### config.mk
export PLATFORM = sky130hd
export DESIGN_NAME = mse_front
export DESIGN_NICKNAME = d
export VERILOG_FILES = /design/src/rtl/multi_stack_engine_macros.svh /design/src/rtl/mse_pkg.sv /design/src/rtl/mse_front.sv
export SDC_FILE = /design/constraint.sdc
export NUM_CORES = 1
export LEC_CHECK = 0
export BUFFER_PORTS_ARGS = -buffer_cell sky130_fd_sc_hd__buf_2
export CAP_MARGIN = 15
export CORE_MARGIN = 5
export CORE_UTILIZATION = 57
export DETAILED_ROUTE_END_ITERATION = 8
export GPL_ROUTABILITY_DRIVEN = 0
export PLACE_DENSITY_LB_ADDON = 0.12
export SYNTH_ARGS = -nofsm -noshare
export SYNTH_HDL_FRONTEND = slang
export SYNTH_SLANG_ARGS = --single-unit
### constraint.sdc
create_clock -name clk -period 10.1 [get_ports clk]
set_input_delay 2.02 -clock clk [delete_from_list [all_inputs] [get_ports clk]]
set_output_delay 2.02 -clock clk [all_outputs]
set_load 0.05 [all_outputs]
### src/rtl/multi_stack_engine_macros.svh
// Assertion macros for the stack engine modules; used by mse_back.
// No dependencies; included by files that carry assertions.
`ifndef MULTI_STACK_ENGINE_MACROS_SVH
`define MULTI_STACK_ENGINE_MACROS_SVH
`ifndef SYNTHESIS
`define MSE_ASSERT(label, clk, rst_n, prop, msg) \
	label: assert property (@(posedge clk) disable iff (!rst_n) (prop)) else $error(msg);
`define MSE_ASSERT_NEXT(label, clk, rst_n, ante, cons, msg) \
	label: assert property (@(posedge clk) disable iff (!rst_n) (ante) |=> (cons)) else $error(msg);
`else
`define MSE_ASSERT(label, clk, rst_n, prop, msg)
`define MSE_ASSERT_NEXT(label, clk, rst_n, ante, cons, msg)
`endif
`endif

### src/rtl/mse_pkg.sv
// Shared types and constants for the multi-stack engine.
// No dependencies.
package mse_pkg;
	localparam int DefStackCount = 26;
	localparam int DefStackDepth = 64;
	localparam int DefValueWidth = 32;
	localparam int InWidth = 32;
	localparam int OpWidth = 3;
	localparam int IdxWidth = 5;
	localparam int CntWidth = 7;
	localparam int StWidth = 2;

	typedef enum logic [OpWidth-1:0] {
		OP_SELECT = 3'd0, OP_PUSH = 3'd1, OP_POP = 3'd2, OP_PEEK = 3'd3,
		OP_SWAP = 3'd4, OP_CLEAR = 3'd5, OP_COPY = 3'd6, OP_NOP = 3'd7
	} op_t;

	typedef enum logic [StWidth-1:0] {
		ST_OK = 2'd0, ST_EMPTY = 2'd1, ST_FULL = 2'd2, ST_NOSTACK = 2'd3
	} status_t;

	// command handed from the front end to the back end
	typedef struct packed {
		op_t                  op;
		logic [InWidth-1:0]   value;
		logic [IdxWidth-1:0]  index;
		logic [CntWidth-1:0]  count;
		logic                 nostack; // no valid selection or copy target: answer NOSTACK
	} cmd_t;

	typedef enum logic [2:0] {
		BE_IDLE, BE_RD, BE_SWAP_RD2, BE_SWAP_WR, BE_PEEK, BE_COPY, BE_OUT
	} be_state_t;
endpackage

### src/rtl/mse_front.sv
// Front end: accepts transactions, tracks the selection and queues every
// command, select and no-op included, for the back end. Uses mse_pkg.
module mse_front #(
	parameter int STACK_COUNT = 26
) (
	input  logic                          clk,
	input  logic                          arst_n,
	input  logic                          in_valid,
	output logic                          in_stall,
	input  logic [mse_pkg::OpWidth-1:0]   opcode,
	input  logic [mse_pkg::InWidth-1:0]   push_value,
	input  logic [mse_pkg::IdxWidth-1:0]  stack_index,
	input  logic [mse_pkg::CntWidth-1:0]  peek_count,
	output logic                          cmd_valid,
	input  logic                          cmd_take,
	output mse_pkg::cmd_t                 cmd
);
	import mse_pkg::*;
	localparam int QDepth = 2;

	cmd_t q_q [QDepth];
	logic       wp_q, rp_q;
	logic [1:0] cnt_q;
	logic       sel_valid_q;
	logic [IdxWidth-1:0] sel_q;
	logic       acc;
	cmd_t       c;

	assign in_stall = (cnt_q == 2'(QDepth));
	assign acc = in_valid && !in_stall;
	assign cmd_valid = (cnt_q != 2'd0);
	assign cmd = q_q[rp_q];

	always_comb begin
		c.op = op_t'(opcode);
		c.value = push_value;
		c.index = stack_index;
		c.count = peek_count;
		c.nostack = !sel_valid_q;
		if (op_t'(opcode) == OP_SELECT)
			c.nostack = !(32'(stack_index) < STACK_COUNT);
		else if (op_t'(opcode) == OP_COPY && !(32'(stack_index) < STACK_COUNT))
			c.nostack = 1'b1;
		else if (op_t'(opcode) == OP_NOP)
			c.nostack = 1'b0;
		else
			c.index = (op_t'(opcode) == OP_COPY) ? stack_index : sel_q;
		// all but select and no-op carry the selected stack; copy target rides in count
		if (op_t'(opcode) == OP_COPY)
			c.count = {{(CntWidth-IdxWidth){1'b0}}, stack_index};
		if (op_t'(opcode) != OP_SELECT && op_t'(opcode) != OP_NOP)
			c.index = sel_q;
	end

	always_ff @(posedge clk) begin
		if (acc) q_q[wp_q] <= c;
	end

	always_ff @(posedge clk or negedge arst_n) begin
		if (!arst_n) begin
			wp_q <= 1'b0;
			rp_q <= 1'b0;
			cnt_q <= '0;
			sel_valid_q <= 1'b0;
			sel_q <= '0;
		end else begin
			if (acc) wp_q <= ~wp_q;
			if (cmd_take) rp_q <= ~rp_q;
			cnt_q <= cnt_q + 2'(acc) - 2'(cmd_take);
			if (acc && op_t'(opcode) == OP_SELECT) begin
				if (32'(stack_index) < STACK_COUNT) begin
					sel_valid_q <= 1'b1;
					sel_q <= stack_index;
				end else begin
					sel_valid_q <= 1'b0;
				end
			end
		end
	end
endmodule

Word-level counts from Yosys, hierarchy flattened
Memories as Yosys holds them, arrays and structs flattened.
Cells that the tools add are included.
W data, S select, Z words.
{"block": "op_classes", "eq_ne": 4, "bitwise": 2, "n_mux": 12, "n_reduce_logical": 11, "n_addsub": 2, "order_cmp": 1}
{"cell": "$mux W5", "count": 5}
{"cell": "$mux W7", "count": 1}
{"cell": "$eq A3 B3 Y1 const B", "count": 2}
{"cell": "$mux W1", "count": 6}
{"cell": "$lt A5 B5 Y1 const B", "count": 1}
{"cell": "$logic_and A1 B1 Y1", "count": 4}
{"cell": "$logic_not A1 Y1", "count": 3}
{"cell": "$logic_not A3 Y1", "count": 1}
{"cell": "$ne A3 B3 Y1 const B", "count": 1}
{"cell": "$reduce_bool A3 Y1", "count": 1}
{"cell": "$add A2 B1 Y2", "count": 1}
{"cell": "$eq A2 B2 Y1 const B", "count": 1}
{"cell": "$not A1 Y1", "count": 2}
{"cell": "$reduce_and A2 Y1", "count": 1}
{"cell": "$reduce_bool A2 Y1", "count": 1}
{"cell": "$sub A2 B1 Y2", "count": 1}
{"block": "totals", "ramBits": 96, "memories": 1, "ff_bits": 10, "word_cells": 38, "output_inout_bits": 50, "in_bits": 51}
{"name": "q_q", "depth": 2, "width": 48, "read_ports": 1, "rd_ports_with_merged_regs": 0, "wr": 1, "line": "mse_front.sv:21", "text": "cmd_t q_q [QDepth];"}

Logic depth before layout (Yosys ltp)
{"block": "depth", "ltp_word": 6, "ltp_mapped": 7, "mapped_depth_nobuf": 7}

Worst setup path before layout
OpenSTA, ideal clock, no wires.
{"block": "synth_path", "kind": "input port to flip-flop", "start": "input port in_valid", "end": "memory q_q[0][0] (netlist name), enable pin", "required_time_ps": 9646, "path_stages": 2, "slack_ps": 5518, "arrival_ps": 4129, "n_path_buf": 0, "setup_ps": 454, "path_cell_list": "nand2_1 -> nor2_1"}
{"block": "synth_between", "elab_chain_cells": 3}
{"item": "from (decl)", "line": "mse_front.sv:8", "text": "input logic in_valid,"}
{"item": "$logic_and A1 B1 Y1", "line": "mse_front.sv:30", "text": "assign acc = in_valid && !in_stall;"}
{"item": "$mux W1", "line": "mse_front.sv:56", "text": "if (acc) q_q[wp_q] <= c;"}
{"item": "$mux W1 (implied by the code)", "line": "mse_front.sv:56"}
{"item": "to (decl)", "line": "mse_front.sv:21"}
No other way between the ends.

==> reports/results.tsv <==
stage	metric	value	unit
run_status	status	finished, final reports clean	
cts	cts-root-buf	clkbuf_8	
placed_design	place_hpwl	4821	um
floorplanning	fp.dieH	95.90	um
logic_synthesis	synth-seq-cells	106	
worst_hold_path	hold_class	flop to flop	
worst_setup_path	path_buf_inv	1	
worst_setup_path	regToRegSetupSlack	8.10	ns
timing	max_freq	0.2413	GHz
worst_setup_path	critPathCaptureType	output pin	
power	leakagePower	1.925	nW
worst_setup_path	start_kind	flop	
cts	post_cts_buffers	0	
floorplanning	fp.dieArea	0.009196	sq mm
layout	num_antenna_cells	0	
logic_synthesis	synth_area_leader_cell	edfxtp_1	
worst_setup_path	cp-endpoint	cmd[6]	
routing	via_count	2209	
cts	numClockSinks	106	
global_route	grt_pass1_wl	11050	um
cts	numCtsBuffers	9	
floorplanning	io_pins	101	
timing	hold_viol_final	0	
timing	whs	0.5007	ns
routing	postRouteAntennaNets	0	
worst_setup_path	crit_fanout	49	
timing	slew_violations	0	
timing	finalCriticalPeriod	4.145	ns
power	power	1.628	mW
logic_synthesis	synthCells	219	
timing	setup_violations	0	
worst_setup_path	crit_chain	mux2_2 -> buf_2	
cts	htreeDepth	3	
routing	drc_errors	0	
global_route	overflow	0	
logic_synthesis	ys_seq_area_share	74.50	%
timing	relSlewSlack	24.87	%
power	powerDensity	324.2	mW/mm^2
layout	multi_input_comb_area	0.001021	sq mm
power	irDropWorstVdd	0.2189	mV
worst_setup_path	crit_arrival	2.12	ns
global_route	antenna_found_initial	0	
job	drv_cap	0	
logic_synthesis	yosys_warnings	0	
logic_synthesis	syn_area_per_cell	19.20	sq um
worst_setup_path	required	8.08	ns
timing	skew	0.005520	ns
worst_setup_path	critPathTopFamily	flip-flops	
layout	synthToLayoutAreaGrowth	19.46	%
timing	rsz0062_at_grt	no	
logic_synthesis	synth_area_leaders	edfxtp_1, mux2_2, dfrtp_1, o221a_2, buf_2	
floorplanning	coreArea	0.007214	sq mm
routing	dr.pass1.iters	5	
timing	tightest_slew	1.127	ns
worst_setup_path	crit_cells	2	
floorplanning	die_w	95.90	um
layout	ff_latch_area	0.003134	sq mm
floorplanning	initial_core_util	58.29	%
routing	wl_per_cell	17.07	um
worst_setup_path	cpPeakStageDelay	1.11	ns
cts	cts_hold_buf	0	
worst_setup_path	r2r_cells	2	
layout	drive_gt1_share	58.23	%
worst_setup_path	critPathKind	flop to output pin	
logic_synthesis	synthesis.nets	272	
routing	dr.first_iter.drc_count	90	
global_route	grt_max_degree	50	
global_route	grt_usage	16.49	%
worst_setup_path	r2r_start	cnt_q[1]	
cts	cts_tree	done	
worst_setup_path	crit_slowest_cell	dfrtp_2	
cts	clockBufferDepth	2	
logic_synthesis	synth_top_area_share	68.55	%
timing	fin_crit_sh	41.04	%
layout	final_nets	376	
routing	viasPerCell	5.173	
timing	fin_setup_tns	0	ns
logic_synthesis	yosysUniqueCellTypes	30	
logic_synthesis	synth_area	0.004205	sq mm
routing	drt_wl_total	7289	um
floorplanning	num_rows	31	
cts	cts_resized	0	
global_route	grt_pass1_vias	2272	
layout	fillers	513	
cts	insertion_delay	0.35	ns
worst_setup_path	crit_start	rp_q	
placed_design	portBuffers	100	
cts	clk_pin_slew	0.09	ns
worst_setup_path	r2r-end	q_q[1][29]	
[layout by cell type, fill, tap and decap left out, types with 2 or more instances in the layout]
cell          n
edfxtp_1     96
and3b_1       3
clkbuf_8      9
nand2_1       4
dfrtp_1       9
o21ai_0       5
mux2_2       60
and3_2        2
inv_1         3
o221a_2       3
clkinvlp_4    2
and2_1        2
xnor2_1       3
buf_2       100
nor2_1        4
clkinv_4      2
ha_1          2
bufinv_16     2
[state kept, by name, indices dropped and copies added (netlist names)]
signal,flops
wp_q,1
sel_valid_q,1
rp_q,1
sel_q,5
cnt_q,2
q_q,96
[power breakdown]
group	leakage [nW]	switching, mW	internal [mW]
registers	1.01	0.0695	0.613
logic	0.808	0.467	0.198
clock network	0.106	0.140	0.141
[per-stage QoR]
stage	util, %	cell area (sq um)	worst slack, ns	std cells
3_5_place_dp	66.51	4798	6.315	411
6_report	69.63	5024	5.955	427
3_3_place_gp	66.51	4798	6.297	411
5_1_grt	69.63	5024	5.839	427
4_1_cts	69.63	5024	5.899	427
2_1_floorplan	-	4205	5.518	219
[per-layer routing]
| layer | vias up | routed length (um) | GRT usage, % |
|---|---|---|---|
| li1 | 1057 | - | - |
| met1 | 1079 | 2962 | 20.32 |
| met2 | 63 | 3841 | 28.14 |
| met3 | 10 | 369 | 3.206 |
| met4 | 0 | 115 | 7.583 |
| met5 | - | 0 | 0 |
[layout make-up]
type,count,share of cell area (%)
Clock buffer,9,2.466
Clock inverter,7,2.017
Inverter,3,0.2242
Multi-Input combinational cell,102,20.32
Sequential cell,106,62.39
Tap cell,99,2.466
Timing Repair Buffer,101,10.11
[cells in the mapped netlist]
cell type	count
o211ai_2	1
mux2i_1	1
nor2_1	5
xor2_1	1
edfxtp_1	96
buf_6	1
o21ai_0	5
and3_1	1
or2_2	1
mux2_2	60
and3b_1	3
nand2_1	4
mux2_1	1
o211a_1	1
nand3_1	1
or3_4	1
nand4_4	1
a22oi_1	1
buf_2	6
nor3_4	1
and2_1	2
buf_4	1
ha_1	2
inv_1	3
xnor2_1	3
and3_2	1
nand3b_2	1
or2b_2	1
o221a_2	3
dfrtp_1	10
[cells by family after synthesis]
family	Yosys count	share of synthesized area, %
flops	106	74.50
mux	62	16.57
simple gates	23	3.957
buf+inv	11	1.428
xor+xnor	4	0.8332
compound gates	11	2.112
fa+ha+maj	2	0.5950
[worst min-delay path by stage]
| stage | slack [ns] | start | end | cells past startpoint |
|---|---|---|---|---|
| 4_1_cts | 0.51 | cnt_q[1] | cnt_q[1] | 1 |
| 6_report | 0.50 | cnt_q[1] | cnt_q[1] | 1 |
| 3_3_place_gp | 0.47 | sel_q[1] | sel_q[1] | 1 |
| 3_5_place_dp | 0.49 | cnt_q[1] | cnt_q[1] | 1 |
| 2_1_floorplan | 0.45 | cnt_q[1] | cnt_q[1] | 1 |
| 5_1_grt | 0.55 | cnt_q[1] | cnt_q[1] | 1 |
No activity file was read; power rests on OpenSTA's default activity.
